`src/rtl/adpp_pkg.sv`:
```
`default_nettype none

package adpp_pkg;

  // Number format and limits
  localparam int unsigned FRAC_BITS        = 16;
  localparam int unsigned MAX_FIELDS       = 8;
  localparam int unsigned MAX_PACKET_BYTES = 256;
  localparam int unsigned MIN_TOKENS       = 2;
  localparam int unsigned MAX_FRAC_DIGITS  = 5;
  // Ten to the power of MAX_FRAC_DIGITS.
  localparam int unsigned FRAC_SCALE       = 100000;

  // Integer magnitude saturates at 2^(32-FRAC_BITS), so it needs one bit more.
  localparam int unsigned INT_W       = 32 - FRAC_BITS + 1;
  localparam int unsigned FRAC_ACC_W  = 17;
  localparam int unsigned DIGIT_CNT_W = 3;
  localparam int unsigned PLEN_W      = $clog2(MAX_PACKET_BYTES);
  localparam int unsigned FIELD_AW    = $clog2(MAX_FIELDS);
  localparam int unsigned CNT_W       = $clog2(MAX_FIELDS + 1);

  localparam logic [INT_W-1:0] INT_CAP = {1'b1, {(INT_W - 1){1'b0}}};

  localparam logic [7:0] SEP_RESET  = 8'd44;
  localparam logic [7:0] BYTE_D     = 8'h64;
  localparam logic [7:0] BYTE_NL    = 8'h0A;
  localparam logic [7:0] BYTE_SPACE = 8'h20;
  localparam logic [7:0] BYTE_TAB   = 8'h09;
  localparam logic [7:0] BYTE_VT    = 8'h0B;
  localparam logic [7:0] BYTE_FF    = 8'h0C;
  localparam logic [7:0] BYTE_CR    = 8'h0D;
  localparam logic [7:0] BYTE_PLUS  = 8'h2B;
  localparam logic [7:0] BYTE_MINUS = 8'h2D;
  localparam logic [7:0] BYTE_DOT   = 8'h2E;
  localparam logic [7:0] BYTE_ZERO  = 8'h30;
  localparam logic [7:0] BYTE_NINE  = 8'h39;

  // One entry of the queue between the byte parser and the value unit.
  typedef struct packed {
    logic                   tok;      // a token closed on this beat
    logic                   pkt_end;  // packet terminator
    logic                   drop;     // partial packet discarded
    logic                   neg;
    logic [INT_W-1:0]       int_acc;
    logic [FRAC_ACC_W-1:0]  frac_acc;
    logic [DIGIT_CNT_W-1:0] digits;
  } token_rec_t;

  typedef struct packed {
    logic             idle;
    logic [CNT_W-1:0] count;
  } back_status_t;

  function automatic logic [FRAC_ACC_W-1:0] pow10(input logic [DIGIT_CNT_W-1:0] n);
    logic [FRAC_ACC_W-1:0] p;
    unique case (n)
      3'd0:    p = FRAC_ACC_W'(1);
      3'd1:    p = FRAC_ACC_W'(10);
      3'd2:    p = FRAC_ACC_W'(100);
      3'd3:    p = FRAC_ACC_W'(1000);
      3'd4:    p = FRAC_ACC_W'(10000);
      default: p = FRAC_ACC_W'(100000);
    endcase
    return p;
  endfunction

endpackage

`default_nettype wire

```
`src/rtl/adpp_fifo.sv`:
```
`default_nettype none

module adpp_fifo
  import adpp_pkg::*;
(
  input  wire logic       clk_i,
  input  wire logic       rst_ni,
  input  wire logic       in_valid_i,
  output logic            in_ready_o,
  input  wire token_rec_t in_rec_i,
  output logic            out_valid_o,
  input  wire logic       out_ready_i,
  output token_rec_t      out_rec_o
);

  localparam int unsigned DEPTH = 4;
  localparam int unsigned AW    = $clog2(DEPTH);

  token_rec_t          mem_q [DEPTH];
  logic [AW-1:0]       wr_ptr_q, wr_ptr_d;
  logic [AW-1:0]       rd_ptr_q, rd_ptr_d;
  logic [AW:0]         fill_q, fill_d;
  logic                push, pop;

  assign in_ready_o  = (fill_q != (AW + 1)'(DEPTH));
  assign out_valid_o = (fill_q != '0);
  assign out_rec_o   = mem_q[rd_ptr_q];
  assign push        = in_valid_i && in_ready_o;
  assign pop         = out_valid_o && out_ready_i;

  always_comb begin
    wr_ptr_d = push ? wr_ptr_q + AW'(1) : wr_ptr_q;
    rd_ptr_d = pop ? rd_ptr_q + AW'(1) : rd_ptr_q;
    fill_d   = fill_q;
    if (push && !pop) begin
      fill_d = fill_q + (AW + 1)'(1);
    end else if (pop && !push) begin
      fill_d = fill_q - (AW + 1)'(1);
    end
  end

  always_ff @(posedge clk_i or negedge rst_ni) begin
    if (!rst_ni) begin
      wr_ptr_q <= '0;
      rd_ptr_q <= '0;
      fill_q   <= '0;
    end else begin
      wr_ptr_q <= wr_ptr_d;
      rd_ptr_q <= rd_ptr_d;
      fill_q   <= fill_d;
    end
  end

  always_ff @(posedge clk_i) begin
    if (push) begin
      mem_q[wr_ptr_q] <= in_rec_i;
    end
  end

endmodule

`default_nettype wire

```
`src/rtl/adpp_front.sv`:
```
`default_nettype none

module adpp_front
  import adpp_pkg::*;
(
  input  wire logic       clk_i,
  input  wire logic       rst_ni,
  input  wire logic [7:0] separator_i,
  input  wire logic       byte_valid_i,
  output logic            byte_ready_o,
  input  wire logic [7:0] byte_i,
  output logic            push_valid_o,
  input  wire logic       push_ready_i,
  output token_rec_t      push_rec_o
);

  localparam logic [1:0] PH_LEAD = 2'd0;
  localparam logic [1:0] PH_INT  = 2'd1;
  localparam logic [1:0] PH_FRAC = 2'd2;
  localparam logic [1:0] PH_STOP = 2'd3;

  localparam int unsigned INT_MW = INT_W + 4;

  logic [INT_W-1:0]       int_q, int_d;
  logic [FRAC_ACC_W-1:0]  frac_q, frac_d;
  logic [DIGIT_CNT_W-1:0] digits_q, digits_d;
  logic                   neg_q, neg_d;
  logic                   open_q, open_d;
  logic [1:0]             phase_q, phase_d;
  logic [PLEN_W-1:0]      plen_q, plen_d;

  logic              fire, need_push;
  logic              is_term, is_digit, is_space;
  logic [3:0]        dval;
  logic [INT_MW-1:0] int_next;

  // Every beat may push one entry, so a byte is taken only while the queue has room.
  assign byte_ready_o = push_ready_i;
  assign fire         = byte_valid_i && byte_ready_o;
  assign push_valid_o = fire && need_push;

  assign is_term  = (byte_i == BYTE_D) || (byte_i == BYTE_NL);
  assign is_digit = (byte_i >= BYTE_ZERO) && (byte_i <= BYTE_NINE);
  assign is_space = (byte_i == BYTE_SPACE) || (byte_i == BYTE_TAB) || (byte_i == BYTE_VT) ||
                    (byte_i == BYTE_FF) || (byte_i == BYTE_CR);
  assign dval     = byte_i[3:0];
  assign int_next = (INT_MW'(int_q) << 3) + (INT_MW'(int_q) << 1) + INT_MW'(dval);

  always_comb begin
    int_d     = int_q;
    frac_d    = frac_q;
    digits_d  = digits_q;
    neg_d     = neg_q;
    open_d    = open_q;
    phase_d   = phase_q;
    plen_d    = plen_q;
    need_push = 1'b0;

    push_rec_o          = '0;
    push_rec_o.neg      = neg_q;
    push_rec_o.int_acc  = int_q;
    push_rec_o.frac_acc = frac_q;
    push_rec_o.digits   = digits_q;

    if (is_term) begin
      need_push          = 1'b1;
      push_rec_o.tok     = open_q;
      push_rec_o.pkt_end = 1'b1;
      plen_d             = '0;
    end else if (plen_q == PLEN_W'(MAX_PACKET_BYTES - 1)) begin
      need_push       = 1'b1;
      push_rec_o.drop = 1'b1;
      plen_d          = '0;
    end else begin
      plen_d = plen_q + PLEN_W'(1);
      if (byte_i == separator_i) begin
        need_push      = open_q;
        push_rec_o.tok = open_q;
      end else begin
        open_d = 1'b1;
        if (phase_q != PH_STOP) begin
          if (is_digit) begin
            if (phase_q == PH_FRAC) begin
              if (digits_q < DIGIT_CNT_W'(MAX_FRAC_DIGITS)) begin
                frac_d   = FRAC_ACC_W'((frac_q << 3) + (frac_q << 1) + FRAC_ACC_W'(dval));
                digits_d = digits_q + DIGIT_CNT_W'(1);
              end
            end else begin
              int_d   = (int_next > INT_MW'(INT_CAP)) ? INT_CAP : int_next[INT_W-1:0];
              phase_d = PH_INT;
            end
          end else if (phase_q == PH_LEAD && is_space) begin
            phase_d = PH_LEAD;
          end else if (phase_q == PH_LEAD &&
                       (byte_i == BYTE_PLUS || byte_i == BYTE_MINUS)) begin
            neg_d   = (byte_i == BYTE_MINUS);
            phase_d = PH_INT;
          end else if (byte_i == BYTE_DOT && (phase_q == PH_LEAD || phase_q == PH_INT)) begin
            phase_d = PH_FRAC;
          end else begin
            phase_d = PH_STOP;
          end
        end
      end
    end

    // Anything but a parsed byte leaves the parser between tokens.
    if (is_term || need_push || (byte_i == separator_i)) begin
      if (!(plen_q != PLEN_W'(MAX_PACKET_BYTES - 1) && !is_term && byte_i != separator_i)) begin
        int_d    = '0;
        frac_d   = '0;
        digits_d = '0;
        neg_d    = 1'b0;
        open_d   = 1'b0;
        phase_d  = PH_LEAD;
      end
    end
  end

  always_ff @(posedge clk_i or negedge rst_ni) begin
    if (!rst_ni) begin
      int_q    <= '0;
      frac_q   <= '0;
      digits_q <= '0;
      neg_q    <= 1'b0;
      open_q   <= 1'b0;
      phase_q  <= PH_LEAD;
      plen_q   <= '0;
    end else if (fire) begin
      int_q    <= int_d;
      frac_q   <= frac_d;
      digits_q <= digits_d;
      neg_q    <= neg_d;
      open_q   <= open_d;
      phase_q  <= phase_d;
      plen_q   <= plen_d;
    end
  end

endmodule

`default_nettype wire

```
`src/rtl/adpp_back.sv`:
```
`default_nettype none

module adpp_back
  import adpp_pkg::*;
(
  input  wire logic       clk_i,
  input  wire logic       rst_ni,
  input  wire logic       rec_valid_i,
  output logic            rec_ready_o,
  input  wire token_rec_t rec_i,
  output logic            out_valid_o,
  input  wire logic       out_ready_i,
  output logic [31:0]     out_value_o,
  output logic [2:0]      out_index_o,
  output logic            out_last_o,
  output back_status_t    status_o
);

  localparam logic [2:0] S_IDLE  = 3'd0;
  localparam logic [2:0] S_MUL   = 3'd1;
  localparam logic [2:0] S_SUM   = 3'd2;
  localparam logic [2:0] S_WRITE = 3'd3;
  localparam logic [2:0] S_END   = 3'd4;
  localparam logic [2:0] S_RD    = 3'd5;
  localparam logic [2:0] S_OUT   = 3'd6;

  // Rounded fraction ((frac << FRAC_BITS) + p/2) / p with p = 10^digits. The fraction is
  // first scaled to the full digit count, so the divisor is always FRAC_SCALE = 32 * 3125.
  // The power of two drops out as a shift and 3125 is done by a reciprocal multiply,
  // exact for every scaled numerator below 2^M_W.
  localparam int unsigned LOW_W   = FRAC_BITS - MAX_FRAC_DIGITS;
  localparam int unsigned ODD_DIV = FRAC_SCALE >> MAX_FRAC_DIGITS;
  localparam int unsigned ODD_L   = $clog2(ODD_DIV);
  localparam int unsigned M_W     = FRAC_ACC_W + LOW_W;
  localparam int unsigned RCP_W   = M_W + 1;
  localparam int unsigned PROD_W  = M_W + RCP_W;
  localparam int unsigned RCP_SH  = M_W + ODD_L;
  localparam int unsigned MAG_W   = INT_W + FRAC_BITS + 1;

  localparam logic [RCP_W-1:0] RECIP    =
    RCP_W'(((64'd1 << RCP_SH) / 64'(ODD_DIV)) + 64'd1);
  localparam logic [M_W-1:0]   HALF_LSB = M_W'((FRAC_SCALE / 2) >> MAX_FRAC_DIGITS);

  logic [2:0]             state_q, state_d;
  logic [CNT_W-1:0]       count_q, count_d;
  logic [FIELD_AW-1:0]    k_q, k_d;
  logic                   end_q;
  logic                   neg_q;
  logic [INT_W-1:0]       int_q;
  logic [FRAC_ACC_W-1:0]  frac5_q;
  logic [PROD_W-1:0]      prod_q;
  logic [MAG_W-1:0]       mag_q;
  logic [31:0]            store_q [MAX_FIELDS];
  logic [31:0]            rd_data_q;

  logic [DIGIT_CNT_W-1:0] scale_sel;
  logic [FRAC_ACC_W-1:0]  frac5;
  logic [M_W-1:0]         m_val;
  logic [31:0]            sat_value;
  logic                   store_we;

  assign rec_ready_o = (state_q == S_IDLE);
  assign out_valid_o = (state_q == S_OUT);
  assign out_value_o = rd_data_q;
  assign out_index_o = 3'(k_q);
  assign out_last_o  = ((CNT_W'(k_q) + CNT_W'(1)) == count_q);

  assign status_o.idle  = (state_q == S_IDLE);
  assign status_o.count = count_q;

  assign scale_sel = (rec_i.digits >= DIGIT_CNT_W'(MAX_FRAC_DIGITS)) ? '0 :
                     (DIGIT_CNT_W'(MAX_FRAC_DIGITS) - rec_i.digits);
  // The scaled fraction stays below FRAC_SCALE, so the low bits hold all of it.
  assign frac5     = FRAC_ACC_W'(rec_i.frac_acc * pow10(scale_sel));
  assign m_val     = (M_W'(frac5_q) << LOW_W) + HALF_LSB;
  assign store_we  = (state_q == S_WRITE) && (count_q < CNT_W'(MAX_FIELDS));

  always_comb begin
    if (neg_q) begin
      sat_value = (mag_q >= MAG_W'(32'h8000_0000)) ? 32'h8000_0000 : (32'd0 - mag_q[31:0]);
    end else begin
      sat_value = (mag_q > MAG_W'(32'h7FFF_FFFF)) ? 32'h7FFF_FFFF : mag_q[31:0];
    end
  end

  always_comb begin
    state_d = state_q;
    count_d = count_q;
    k_d     = k_q;
    unique case (state_q)
      S_IDLE: begin
        if (rec_valid_i) begin
          if (rec_i.drop) begin
            count_d = '0;
          end else if (rec_i.tok) begin
            state_d = S_MUL;
          end else if (rec_i.pkt_end) begin
            state_d = S_END;
          end
        end
      end
      S_MUL: begin
        state_d = S_SUM;
      end
      S_SUM: begin
        state_d = S_WRITE;
      end
      S_WRITE: begin
        if (count_q < CNT_W'(MAX_FIELDS)) begin
          count_d = count_q + CNT_W'(1);
        end
        state_d = end_q ? S_END : S_IDLE;
      end
      S_END: begin
        k_d = '0;
        if (count_q >= CNT_W'(MIN_TOKENS)) begin
          state_d = S_RD;
        end else begin
          count_d = '0;
          state_d = S_IDLE;
        end
      end
      S_RD: begin
        state_d = S_OUT;
      end
      S_OUT: begin
        if (out_ready_i) begin
          if (out_last_o) begin
            count_d = '0;
            state_d = S_IDLE;
          end else begin
            k_d     = k_q + FIELD_AW'(1);
            state_d = S_RD;
          end
        end
      end
      default: begin
        state_d = S_IDLE;
      end
    endcase
  end

  always_ff @(posedge clk_i or negedge rst_ni) begin
    if (!rst_ni) begin
      state_q <= S_IDLE;
      count_q <= '0;
      k_q     <= '0;
    end else begin
      state_q <= state_d;
      count_q <= count_d;
      k_q     <= k_d;
    end
  end

  always_ff @(posedge clk_i) begin
    if (state_q == S_IDLE && rec_valid_i) begin
      end_q   <= rec_i.pkt_end;
      neg_q   <= rec_i.neg;
      int_q   <= rec_i.int_acc;
      frac5_q <= frac5;
    end
    if (state_q == S_MUL) begin
      prod_q <= PROD_W'(m_val) * PROD_W'(RECIP);
    end
    if (state_q == S_SUM) begin
      mag_q <= (MAG_W'(int_q) << FRAC_BITS) + MAG_W'(prod_q[PROD_W-1:RCP_SH]);
    end
  end

  always_ff @(posedge clk_i) begin
    if (store_we) begin
      store_q[count_q[FIELD_AW-1:0]] <= sat_value;
    end
  end

  always_ff @(posedge clk_i) begin
    if (state_q == S_RD) begin
      rd_data_q <= store_q[k_q];
    end
  end

endmodule

`default_nettype wire

```
`src/rtl/ascii_decimal_packet_parser.sv`:
```
`default_nettype none

// Channel    Direction  Beat contents
// s_axis     in         tdata[7:0] = data_byte
// m_axis     out        tdata[31:0] = field_value, tuser[2:0] = field_index, tlast = last
// APB        in/out     byte address 0 = separator (bits 7:0)
//
// A byte is taken in every cycle while the four-entry token queue has room.
// Each closed token takes the value unit through pop with fraction scaling, reciprocal
// multiply, sum and store write; a terminator adds an end check, and each emitted
// field is a store read, then the output register.
// Reset clears all control state and sets the separator to ','.
// A stalled output holds the value unit; the byte side keeps running until the queue fills.

module ascii_decimal_packet_parser
  import adpp_pkg::*;
(
  input  wire logic        clk_i,
  input  wire logic        rst_ni,
  input  wire logic        s_axis_tvalid,
  output logic             s_axis_tready,
  input  wire logic [7:0]  s_axis_tdata,   // [7:0] data_byte
  output logic             m_axis_tvalid,
  input  wire logic        m_axis_tready,
  output logic [31:0]      m_axis_tdata,   // [31:0] field_value
  output logic [2:0]       m_axis_tuser,   // [2:0] field_index
  output logic             m_axis_tlast,
  input  wire logic        psel,
  input  wire logic        penable,
  input  wire logic        pwrite,
  input  wire logic [2:0]  paddr,
  input  wire logic [31:0] pwdata,
  output logic [31:0]      prdata,
  output logic             pready
);

  localparam logic REG_SEPARATOR = 1'b0;

  logic [7:0]   sep_q;
  logic         push_valid, push_ready;
  token_rec_t   push_rec;
  logic         rec_valid, rec_ready;
  token_rec_t   rec;
  back_status_t bk_status;

  assign pready = 1'b1;
  assign prdata = (paddr[2] == REG_SEPARATOR) ? {24'd0, sep_q} : 32'd0;

  always_ff @(posedge clk_i or negedge rst_ni) begin
    if (!rst_ni) begin
      sep_q <= SEP_RESET;
    end else if (psel && penable && pwrite && pready && paddr[2] == REG_SEPARATOR) begin
      sep_q <= pwdata[7:0];
    end
  end

  adpp_front u_front (
    .clk_i        (clk_i),
    .rst_ni       (rst_ni),
    .separator_i  (sep_q),
    .byte_valid_i (s_axis_tvalid),
    .byte_ready_o (s_axis_tready),
    .byte_i       (s_axis_tdata),
    .push_valid_o (push_valid),
    .push_ready_i (push_ready),
    .push_rec_o   (push_rec)
  );

  adpp_fifo u_fifo (
    .clk_i       (clk_i),
    .rst_ni      (rst_ni),
    .in_valid_i  (push_valid),
    .in_ready_o  (push_ready),
    .in_rec_i    (push_rec),
    .out_valid_o (rec_valid),
    .out_ready_i (rec_ready),
    .out_rec_o   (rec)
  );

  adpp_back u_back (
    .clk_i       (clk_i),
    .rst_ni      (rst_ni),
    .rec_valid_i (rec_valid),
    .rec_ready_o (rec_ready),
    .rec_i       (rec),
    .out_valid_o (m_axis_tvalid),
    .out_ready_i (m_axis_tready),
    .out_value_o (m_axis_tdata),
    .out_index_o (m_axis_tuser),
    .out_last_o  (m_axis_tlast),
    .status_o    (bk_status)
  );

  // A queue entry is never offered while the queue is full.
  a_no_overflow: assert property (@(posedge clk_i) disable iff (!rst_ni)
    push_valid |-> push_ready)
    else $error("token queue written while full");

  // Fields go out only for packets with at least two tokens.
  a_min_tokens: assert property (@(posedge clk_i) disable iff (!rst_ni)
    m_axis_tvalid |-> (bk_status.count >= CNT_W'(MIN_TOKENS)))
    else $error("field emitted for a short packet");

  // After a beat that is not the last, valid drops for the store read while the value unit stays busy.
  a_beat_gap: assert property (@(posedge clk_i) disable iff (!rst_ni)
    (m_axis_tvalid && m_axis_tready && !m_axis_tlast) |=> (!m_axis_tvalid && !bk_status.idle))
    else $error("packet drain broken off early");

  // The last beat of a packet returns the value unit to idle.
  a_last_idle: assert property (@(posedge clk_i) disable iff (!rst_ni)
    (m_axis_tvalid && m_axis_tready && m_axis_tlast) |=>
      (bk_status.idle && bk_status.count == '0))
    else $error("value unit not idle after last beat");

endmodule

`default_nettype wire
```
`config.mk`:
```
export PLATFORM = sky130hd
export DESIGN_NAME = ascii_decimal_packet_parser
export DESIGN_NICKNAME = d
export VERILOG_FILES = /design/src/rtl/adpp_pkg.sv /design/src/rtl/adpp_fifo.sv /design/src/rtl/adpp_front.sv /design/src/rtl/adpp_back.sv /design/src/rtl/ascii_decimal_packet_parser.sv
export SDC_FILE = /design/constraint.sdc
export NUM_CORES = 1
export LEC_CHECK = 0
export ABC_CLOCK_PERIOD_IN_PS = 8500
export BUFFER_PORTS_ARGS = -buffer_cell sky130_fd_sc_hd__buf_2
export CAP_MARGIN = 20
export CELL_PAD_IN_SITES_DETAIL_PLACEMENT = 1
export CELL_PAD_IN_SITES_GLOBAL_PLACEMENT = 2
export CORE_ASPECT_RATIO = 1.75
export CORE_UTILIZATION = 37
export CTS_CLUSTER_DIAMETER = 200
export DETAILED_ROUTE_END_ITERATION = 7
export PLACE_DENSITY = 0.71
export SYNTH_ARGS = -nofsm -noshare
export SYNTH_HDL_FRONTEND = slang
export SYNTH_SLANG_ARGS = --single-unit
export TNS_END_PERCENT = 30
```
`constraint.sdc`:
```
create_clock -name clk_i -period 8.5 [get_ports clk_i]
set_input_delay 0.425 -clock clk_i [delete_from_list [all_inputs] [get_ports clk_i]]
set_output_delay 0.425 -clock clk_i [all_outputs]
set_load 0.01 [all_outputs]
```
==> impl_results.rst, run 1 <==
.. list-table::
   :header-rows: 1

   * - Metric
     - Value
   * - Max-slew violation count
     - 0
   * - Arr. time, crit path
     - roughly 8100 ps
   * - Synth Area in Compound Gates
     - 6.00%
   * - Count of endpoints failing setup in the final report
     - 0
   * - Global-route wire length before repair
     - 147000 µm
   * - Number of enable flip-flop cells after synthesis
     - roughly 540
   * - Synthesis-to-finish area growth
     - 11.0%
   * - Sum of negative setup slack
     - 0 ps
   * - Final ANT Viol Nets
     - 0
   * - Startpoint of the worst register-to-register path
     - u_fifo.rd_ptr_q[0]
   * - Share of Yosys cell area claimed by the top area cell type
     - between 40% and 50%
   * - Total wirelength of the detailed-routed design
     - 92800 µm
   * - Cts hold-fix bufs
     - 9
   * - Clock latency of the later-clocked register in the worst-skew pair
     - 660 ps
   * - Antenna violations before repair
     - 0
   * - Initial standard-cell utilization of the core
     - a little under two fifths
   * - Hold violation count in the final report
     - 0
   * - Reported max-cap violation count
     - 0
   * - All-layer global routing usage
     - 18.0%
   * - Maximum clock insertion buffer count
     - 3
   * - Final period demand of the worst path
     - 7780 ps
   * - Chip height
     - 430 µm
   * - Pre-antenna DRT Iters
     - 6
   * - IO Count
     - 121
   * - Area leader, netlist
     - edfxtp_1
   * - Async set or reset register ratio after synthesis
     - roughly an eighth
   * - Simple-gate area share of the yosys netlist
     - 7.17%
   * - Critical Path Slowest Stage Cell
     - mux4_2
   * - Required @ worst endpoint
     - 8840 ps
   * - Number of DRC markers after the initial detailed-route iteration
     - 904
   * - Post-layout instance area
     - 0.0430 mm²
   * - Failing checks
     - DRC
   * - Critical path origin
     - u_fifo.rd_ptr_q[0]
   * - Total global routing overflow
     - 0
   * - Ys Warns
     - 0
   * - Slew at the pin closest to its max-slew limit
     - approximately 1000 ps
   * - Adder-cell area share of the yosys netlist
     - between 20% and 30%
   * - Worst Setup Slack, final
     - 721 ps
   * - Root cell of the clock tree
     - clkbuf_16
   * - Delay of the slowest cell on the worst path
     - 670 ps
   * - Critical path type
     - reg -> reg
   * - Post-CTS Resized
     - 0
   * - List of cells traversed by the critical path
     - mux4_2, ha_1, or2b_2, nor4b_4, a31o_2, nand2_1, fa_1, fa_1, fa_1, inv_1, fa_1, inv_1, fa_1, fa_1, xor2_1, xnor2_1, xnor2_1, xnor2_1, xnor2_1, xnor2_1, xnor2_1, xnor2_1, xnor2_1
   * - Share of cells above drive strength 1
     - approximately 14%
   * - Synth unique cells
     - 97
   * - Commonest non-fill, non-tap cell in the layout
     - edfxtp_1
   * - Element type at the critical path end
     - register
   * - Synthesized flop and latch total
     - 613
   * - Placement Cell Area
     - 0.0409 mm²
   * - Post-CTS Repair Setup Buffers
     - 0
   * - RSZ-0062 raised after global routing
     - false
   * - Run status
     - complete, but fails checks
   * - Via count of the routed design
     - 22700
   * - Cell with the most instances on the worst path
     - xnor2_1
   * - Die Width
     - 247 µm
   * - Via-per-instance ratio
     - 5.16
   * - Mean Syn Cell Area
     - 13.5 µm²
   * - Area inside the core boundary
     - 0.104 mm²
   * - Start point of the worst hold path
     - m_axis_tready
   * - Sequential share of the synthesized area
     - 46.5%
   * - Post-Synth XOR/XNOR Area
     - 2.30%
   * - Cell Area, Synth
     - 0.0388 mm²
   * - Biggest fanout along the worst timing path
     - 15
   * - Number of antenna repair diodes
     - 0
   * - TritonCTS clock tree
     - built
   * - Worst clock skew
     - 73.7 ps
   * - Routed wire length per instance
     - about 21 µm
   * - Relative max-transition margin
     - 30.5%
   * - Routability cong.
     - between 0.8 and 0.9
   * - Placement Setup Slack
     - 758 ps
   * - # H-tree levels
     - 2
   * - Cells after Synth
     - 2876
   * - Clock transition at the registers of the reported paths
     - 70 ps
   * - Pin count of the biggest net entering global routing
     - 67
   * - Worst Hold Slack
     - 39.0 ps
   * - Period utilization
     - roughly nine tenths
   * - Total clock sinks
     - 613
   * - Number of clock buffers inserted by TritonCTS
     - 57
   * - Main combinational cell family by area after synthesis
     - adder cells
   * - Largest cells by area after synthesis
     - edfxtp_1, fa_1, ha_1
   * - Most frequently used flop master after synthesis
     - edfxtp_1
   * - Number of design rule violations left after detail routing
     - 10
   * - Overall die area
     - 0.106 mm²
   * - Placed wire-length estimate after detailed placement
     - around 72000 µm
   * - Type of the worst min-delay path
     - in -> reg
   * - Vias in the first global route
     - 26200
   * - Row count
     - between 150 and 200
   * - Share of synthesized area spent on multiplexers
     - 7.59%
   * - Max frequency
     - 129 MHz
   * - Startpoint class of the critical path
     - register
   * - Number of buffer cells added on primary ports
     - 69
   * - Final net count
     - 3674
   * - Commonest non-fill, non-tap cells in the layout
     - edfxtp_1, inv_1, ha_1, fa_1, nand2_1
cell type report:
type | instances | area [µm²]
fillers | 10700 | 60600
well taps | 1343 | 1680
clock buffers | 61 | 1450
clock inverters | 47 | 515
flip-flops and latches | 613 | 18000
repair buffers | 141 | 948
multi-input cells | 1794 | 18900
inverters | 398 | 1490
synth_stat cells (all sizes together) (7+ instances only):
cell / number
clkbuf: 52
inv: 398
mux4: 102
a31oi: 8
a221o: 13
edfxtp: 539
mux2i: 11
ha: 350
xnor2: 66
buf: 44
mux2: 45
o21a: 7
xor2: 36
nand2: 177
o311ai: 17
and2: 41
or2: 14
nor4: 14
fa: 269
o21bai: 9
o211ai: 7
a21o: 21
and3: 13
a21boi: 7
nor3: 35
nor2b: 37
a21oi: 66
nand3: 31
nand2b: 15
nand4: 14
nor2: 112
a211oi: 11
o21ai: 98
or3: 27
dfrtp: 71
worst max-delay path, delay by kind of cell (launching register included):
kind                       cells  cell delay [ps]
buffers and inverters          2              120
xor gates and xnor gates       9             1460
AOI/OAI and AO/OA              1              430
muxes                          1              670
and+or+nand+nor                3              830
DFF                            1              410
adders and majority gates      7             3520
per-stage QoR:
stage,instances,util [%]
final,4397,41.5
after global routing,4397,41.5
after CTS,4393,41.5
after detailed placement,4276,39.5
after global placement,4272,39.4
after floorplan,2901,-
routing by layer:
layer / share of wire, % / wire length, µm / vias to the layer above / GRT usage (%)
met2: 59 / 54800 / 276 / 36.9
met5: 0 / 0 / - / 0
met3: 1.8 / 1650 / 149 / 1.51
li1: - / - / 10400 / -
met1: 35 / 32800 / 11800 / 18.2
met4: 3.9 / 3620 / 0 / 6.96
worst paths after layout:
path                            cells after the start  slack [ps]                    end
worst max-delay path                               23         720     u_back.frac5_q[16]
worst min-delay path                                2          40      u_back.state_q[2]
worst max register to register                     23         720     u_back.frac5_q[16]
worst min register to register                      0         420       u_back.mag_q[12]
max in group asynchronous                           3        7170  u_back.out_index_o[0]
min in group asynchronous                           2         240     u_front.frac_q[15]
cells by family after synthesis:
family          after synthesis
mux                         158
buf+inv                     494
fa+ha+maj                   619
flops                       613
simple gates                556
other cells                   2
compound gates              332
xor+xnor                    102
state kept, by name, summed over array words and instances (netlist names), 2 cells and up:
| register | count |
|---|---|
| u_back.store_q | 256 |
| sep_q | 8 |
| u_fifo.wr_ptr_q | 2 |
| u_front.int_q | 17 |
| u_back.int_q | 17 |
| u_front.frac_q | 17 |
| u_back.prod_q | 17 |
| u_fifo.fill_q | 3 |
| u_back.frac5_q | 17 |
| u_fifo.rd_ptr_q | 2 |
| u_back.mag_q | 34 |
| u_front.digits_q | 3 |
| u_back.state_q | 3 |
| u_back.out_index_o | 3 |
| u_back.count_q | 4 |
| u_front.plen_q | 8 |
| u_back.out_value_o | 32 |
| u_front.phase_q | 2 |
| u_fifo.mem_q | 164 |
Power of run 1 is not shown: default switching activity piles up to over one toggle a cycle in this logic, so the estimate is an artifact.
==> inputs of run 2 (changes only) <==
Settings changed: CELL_PAD_IN_SITES_DETAIL_PLACEMENT 1 to 0, CELL_PAD_IN_SITES_GLOBAL_PLACEMENT 2 to 1, GPL_TIMING_DRIVEN set to 0, PLACE_DENSITY 0.71 to 0.63.
==> impl_results.rst, run 2 (synthesized netlist as in run 1, its figures left out) <==
.. list-table::
   :header-rows: 1

   * - Metric
     - Value
   * - Hold violation count in the final report
     - 0
   * - Pre-antenna DRT Iters
     - 7
   * - Fill cells
     - 9577
   * - Clock transition at the registers of the reported paths
     - 60 ps
   * - Critical path type
     - reg -> reg
   * - Worst clock skew
     - 34.9 ps
   * - Area inside the core boundary
     - 0.104 mm²
   * - Die Width
     - 247 µm
   * - Number of buffer cells added on primary ports
     - 68
   * - Vias in the first global route
     - 25100
   * - Via count of the routed design
     - 22600
   * - Max-slew violation count
     - 0
   * - TritonCTS clock tree
     - built
   * - RSZ-0062 raised after global routing
     - false
   * - Cells after DPL
     - ~4400
   * - Global-route wire length before repair
     - about 140000 µm
   * - Startpoint class of the critical path
     - register
   * - Synthesis-to-finish area growth
     - 12.2%
   * - Total clock sinks
     - 613
   * - Count of endpoints failing setup in the final report
     - 0
   * - Chip height
     - 430 µm
   * - Final net count
     - between 3000 and 4000
   * - IO Count
     - 121
   * - Routed wire length per instance
     - 19.7 µm
   * - Failing checks
     - DRC
   * - Pin count of the biggest net entering global routing
     - 53
   * - Element type at the critical path end
     - register
   * - Overall die area
     - around 0.11 mm²
   * - CP top delay family
     - adder cells
   * - Antenna violations before repair
     - 0
   * - Reported max-cap violation count
     - 0
   * - Critical Path Slowest Stage Cell
     - edfxtp_1
   * - Run status
     - complete, but fails checks
   * - Clock latency of the later-clocked register in the worst-skew pair
     - 640 ps
   * - Placed wire-length estimate after detailed placement
     - 69900 µm
   * - Cell with the most instances on the worst path
     - fa_1
   * - Post-route core utilization
     - 42.0%
   * - Number of clock buffers inserted by TritonCTS
     - 59
   * - All-layer global routing usage
     - 17.2%
   * - Number of flip-flops in the largest register
     - 256
   * - Relative max-transition margin
     - 32.6%
   * - Number of antenna repair diodes
     - 0
   * - Number of design rule violations left after detail routing
     - 12
   * - Maximum clock insertion buffer count
     - 3
   * - Via-per-instance ratio
     - 5.06
   * - Share of cells above drive strength 1
     - between 10% and 20%
   * - Biggest fanout along the worst timing path
     - 11
   * - Required @ worst endpoint
     - 8880 ps
   * - Delay of the slowest cell on the worst path
     - 850 ps
   * - Sum of negative setup slack
     - 0 ps
   * - Commonest non-fill, non-tap cell in the layout
     - edfxtp_1
   * - Max frequency
     - approximately 120 MHz
   * - Type of the worst min-delay path
     - in -> reg
   * - Buffers and inverters on the worst path
     - 4
   * - Period utilization
     - a little over nine tenths
   * - Finished Layout Cells
     - roughly 4500
   * - Commonest non-fill, non-tap cells in the layout
     - edfxtp_1, inv_1, ha_1, fa_1, nand2_1
   * - Initial standard-cell utilization of the core
     - 37.4%
   * - Routability cong.
     - 0.899
   * - Total wirelength of the detailed-routed design
     - 88100 µm
   * - Final ANT Viol Nets
     - 0
   * - Final period demand of the worst path
     - 8070 ps
   * - List of cells traversed by the critical path
     - inv_1, ha_1, inv_1, fa_1, ha_1, fa_1, inv_1, fa_1, inv_1, fa_1, fa_1, ha_1, a21oi_1, o21ai_0, a221oi_1, a21oi_1, o311ai_1, a21boi_1, o211ai_1, nand3b_1, xnor2_1
   * - Slew at the pin closest to its max-slew limit
     - 998 ps
   * - Total global routing overflow
     - 0
   * - Post-CTS Repair Setup Buffers
     - 0
   * - Number of DRC markers after the initial detailed-route iteration
     - 874
   * - Row count
     - 156
   * - Worst Hold Slack
     - between 30 and 40 ps
   * - Root cell of the clock tree
     - clkbuf_16
   * - # H-tree levels
     - 2
   * - Arr. time, crit path
     - 8460 ps
run 2: what timing repair did:
action,4_1_cts,5_1_grt
gates resized for setup,2,8
pin swaps,0,0
hold buffers,6,0
endpoints found under the hold margin,27,0
gates cloned,0,0
setup endpoints to repair,2,3
run 2: path summary, 6_finish.rpt:
check	startpoint	cells after the start	slack, ps	end
worst max register to register	u_back.frac5_q[6]	21	430	u_back.prod_q[56]
worst min-delay path	pwdata[3]	2	40	sep_q[3]
worst min register to register	u_back.prod_q[45]	0	410	u_back.mag_q[5]
worst max-delay path	u_back.frac5_q[6]	21	430	u_back.prod_q[56]
min in group asynchronous	rst_ni	2	240	u_fifo.fill_q[2]
max in group asynchronous	rst_ni	3	7570	sep_q[2]
run 2: stage by stage:
step | area, µm² | worst slack (ps)
after floorplan | 38900 | 1240
after global placement | 40900 | -117
after detailed placement | 41400 | -13.7
after CTS | 43500 | 36.1
after global routing | 43500 | 17.1
final | 43500 | 425
run 2: worst register-to-register path: stages (launching register included):
cell      delay (ps)
edfxtp_1         850
inv_1            120
ha_1             410
inv_1            280
fa_1             480
ha_1             320
fa_1             490
inv_1             60
fa_1             540
inv_1             60
fa_1             510
fa_1             500
ha_1             340
a21oi_1          150
o21ai_0          120
a221oi_1         620
a21oi_1          420
o311ai_1         480
a21boi_1         240
o211ai_1         290
nand3b_1         120
xnor2_1          430
run 2: metal layers:
metal  up-vias  global-route usage [%]  part of all wire (%)
met2       351                    35.1                    59
li1      10600                       -                     -
met1     11500                    17.6                    35
met4         0                    5.95                   3.7
met3       156                    1.67                   2.3
met5         -                       0                     0
run 2: final cells by class:
type / count / area (µm²) / share of cell area, %
Sequential cell: 613 / 18000 / 41.5
Timing Repair Buffer: 117 / 883 / 2.03
Clock inverter: 38 / 424 / 0.975
Multi-Input combinational cell: 1794 / 18900 / 43.4
Inverter: 398 / 1490 / 3.43
Tap cell: 1343 / 1680 / 3.86
Clock buffer: 73 / 1560 / 3.58
Buffer: 96 / 531 / 1.22
Power of run 2 is left out for the same reason.
==> inputs of run 3 (changes only) <==
Settings changed: ABC_AREA set to 1, PLACE_DENSITY 0.63 to 0.65.
==> impl_results.rst, run 3 <==
.. list-table::
   :header-rows: 1

   * - Metric
     - Value
   * - Commonest cells in the netlist
     - inv_1, nor2_1, edfxtp_1
   * - Clock latency of the later-clocked register in the worst-skew pair
     - slightly above 600 ps
   * - Routability cong.
     - 0.875
   * - Global-route wire length before repair
     - about 170000 µm
   * - Sequential share of the synthesized area
     - 44.6%
   * - Clock transition at the registers of the reported paths
     - around 60 ps
   * - Relative max-transition margin
     - 27.4%
   * - Routed wire length per instance
     - 19.5 µm
   * - Async set or reset register ratio after synthesis
     - 12.1%
   * - Buffers and inverters on the worst path
     - 9
   * - Cell Area, Synth
     - 0.0405 mm²
   * - Row count
     - 160
   * - Worst clock skew
     - roughly 18 ps
   * - Synth unique cells
     - 66
   * - Number of design rule violations left after detail routing
     - 0
   * - Hold violation count in the final report
     - 0
   * - Slew at the pin closest to its max-slew limit
     - 1080 ps
   * - Reported max-cap violation count
     - 0
   * - Type of the worst min-delay path
     - in -> reg
   * - Delay of the slowest cell on the worst path
     - roughly 550 ps
   * - Vias in the first global route
     - 29300
   * - Via count of the routed design
     - 27700
   * - Final period demand of the worst path
     - 7500 ps
   * - Commonest non-fill, non-tap cell in the layout
     - inv_1
   * - Count of endpoints failing setup in the final report
     - 0
   * - Ys Warns
     - 0
   * - Commonest non-fill, non-tap cells in the layout
     - inv_1, nor2_1, edfxtp_1, nand2_1, ha_1
   * - Arr. time, crit path
     - 7860 ps
   * - Overall die area
     - roughly 0.11 mm²
   * - CP top delay family
     - adder cells
   * - Critical path origin
     - u_fifo.rd_ptr_q[0]
   * - Total clock sinks
     - 613
   * - Critical Path Slowest Stage Cell
     - fa_1
   * - Number of antenna repair diodes
     - 0
   * - Root cell of the clock tree
     - clkbuf_16
   * - Pre-antenna DRT Iters
     - 5
   * - Share of cells above drive strength 1
     - 7.78%
   * - Fill cells
     - between 10000 and 15000
   * - Start point of the worst hold path
     - pwdata[2]
   * - Number of DRC markers after the initial detailed-route iteration
     - about 1200
   * - Largest cells by area after synthesis
     - edfxtp_1, fa_1, ha_1
   * - Period utilization
     - 88.2%
   * - Mean Syn Cell Area
     - 10.2 µm²
   * - Element type at the critical path end
     - register
   * - Number of buffer cells added on primary ports
     - between 60 and 70
   * - RSZ-0062 raised after global routing
     - false
   * - Sum of negative setup slack
     - 0 ps
   * - Initial standard-cell utilization of the core
     - 37.3%
   * - Antenna violations before repair
     - 0
   * - Cell depth of the worst flop-to-flop path
     - 33
   * - Max-slew violation count
     - 0
   * - Area leader, netlist
     - edfxtp_1
   * - Post-layout instance area
     - 0.0454 mm²
   * - Pin count of the biggest net entering global routing
     - 45
   * - Final net count
     - 4799
   * - Placement Cell Area
     - 0.0432 mm²
   * - Startpoint of the worst register-to-register path
     - u_fifo.rd_ptr_q[0]
   * - Synthesized flop and latch total
     - 613
   * - Cells after Synth
     - 3949
   * - Total wirelength of the detailed-routed design
     - 110000 µm
   * - Placed wire-length estimate after detailed placement
     - between 80000 and 90000 µm
   * - Post-CTS Repair Setup Buffers
     - 0
   * - Maximum clock insertion buffer count
     - 3
   * - Library cell with the highest instance count after synthesis
     - inv_1
   * - Area inside the core boundary
     - 0.109 mm²
   * - Post-route core utilization
     - 41.8%
   * - Required @ worst endpoint
     - 8850 ps
   * - Cell with the most instances on the worst path
     - inv_1
   * - Chip height
     - between 400 and 500 µm
   * - Die Width
     - 252 µm
   * - Via-per-instance ratio
     - 4.91
   * - Synthesis-to-finish area growth
     - 12.1%
   * - Worst reg2reg path endpoint
     - u_back.frac5_q[16]
   * - Critical path type
     - reg -> reg
   * - Number of enable flip-flop cells after synthesis
     - 539
   * - Number of clock buffers inserted by TritonCTS
     - 66
   * - Worst hold path cell count
     - 3
   * - Max frequency
     - 133 MHz
   * - Most frequently used flop master after synthesis
     - edfxtp_1
   * - TritonCTS clock tree
     - built
   * - Share of Yosys cell area claimed by the top area cell type
     - 40.0%
   * - Total global routing overflow
     - 0
   * - Biggest fanout along the worst timing path
     - 10
   * - Startpoint class of the critical path
     - register
   * - Run status
     - finished clean
   * - IO Count
     - 121
   * - Sink of the worst hold path
     - sep_q[2]
   * - # H-tree levels
     - 3
   * - All-layer global routing usage
     - 20.2%
   * - Final ANT Viol Nets
     - 0
   * - Flop2flop setup slack
     - 1000 ps
   * - Number of flip-flops in the largest register
     - 256
[run 3: changes by cell type after synthesis, sizes merged, moves of 39 or more]
| cell | previous run | this run |
|---|---|---|
| mux4 | 102 | 0 |
| mux2 | 45 | 1 |
| nand2 | 177 | 513 |
| a21oi | 66 | 121 |
| o22ai | 3 | 60 |
| and2 | 41 | 2 |
| inv | 398 | 592 |
| nor2 | 112 | 563 |
| o21ai | 98 | 266 |
| nand3 | 31 | 100 |
| a31oi | 8 | 48 |
[run 3: how the worst max path moves through the flow]
stage                               to  slack, ps  cells after the start
global route        u_back.frac5_q[16]        430                     34
floorplan           u_back.frac5_q[16]       2070                     33
CTS                 u_back.frac5_q[16]        910                     33
global placement     u_back.prod_q[56]        940                     24
detailed placement  u_back.frac5_q[16]        930                     33
finish              u_back.frac5_q[16]       1000                     33
[run 3: final cells by class]
type                            count  area [µm²]  share of cell area (%)
Multi-Input combinational cell   2638       19800                    43.6
Sequential cell                   613       18000                    39.8
Inverter                          596        2240                    4.95
Tap cell                         1458        1820                    4.02
Clock buffer                       88        1820                    4.01
Timing Repair Buffer               88         704                    1.55
Buffer                            127         618                    1.36
Clock inverter                     29         345                   0.761
[run 3: timing repair]
action,4_1_cts,5_1_grt
gates resized for setup,0,0
endpoints found under the setup margin,0,0
endpoints found under the hold margin,30,0
hold buffers,1,0
[run 3: routing by layer]
layer	part of all wire [%]	global-route usage [%]	vias to the layer above
li1	-	-	13500
met1	34	19.3	13500
met2	59	42.3	489
met3	2.4	1.94	191
met4	4.2	8.47	0
met5	0	0	-
[run 3: worst register-to-register path: cells and delay by family (launching register included)]
kind | cells | cell delay, ps
and+or+nand+nor | 14 | 1520
AOI/OAI and AO/OA | 2 | 490
buffers and inverters | 9 | 920
DFF | 1 | 540
adders and majority gates | 8 | 3810
[run 3: per-stage QoR]
stage | hold WS (ps) | setup slack, ps | instances
4_1_cts | 22.5 | 908 | 5637
5_1_grt | 38.6 | 427 | 5637
3_3_place_gp | 405 | 941 | 5500
2_1_floorplan | 129 | 2070 | 3974
6_report | 54.5 | 999 | 5637
3_5_place_dp | 405 | 925 | 5519
[run 3: cells by family (layout without fill, tap and decap cells)]
| logic type | count (synthesis) | after routing | synth area share, % |
|---|---|---|---|
| muxes | 1 | 1 | 0.0278 |
| adders and majority gates | 619 | 619 | 24.1 |
| other | 2 | 27 | 0.0186 |
| DFF | 613 | 613 | 44.6 |
| xor gates and xnor gates | 106 | 106 | 2.29 |
| and+or+nand+nor | 1312 | 1312 | 13.7 |
| AOI/OAI and AO/OA | 573 | 573 | 8.14 |
| buffers and inverters | 723 | 928 | 7.07 |
Power of run 3 is left out for the same reason.
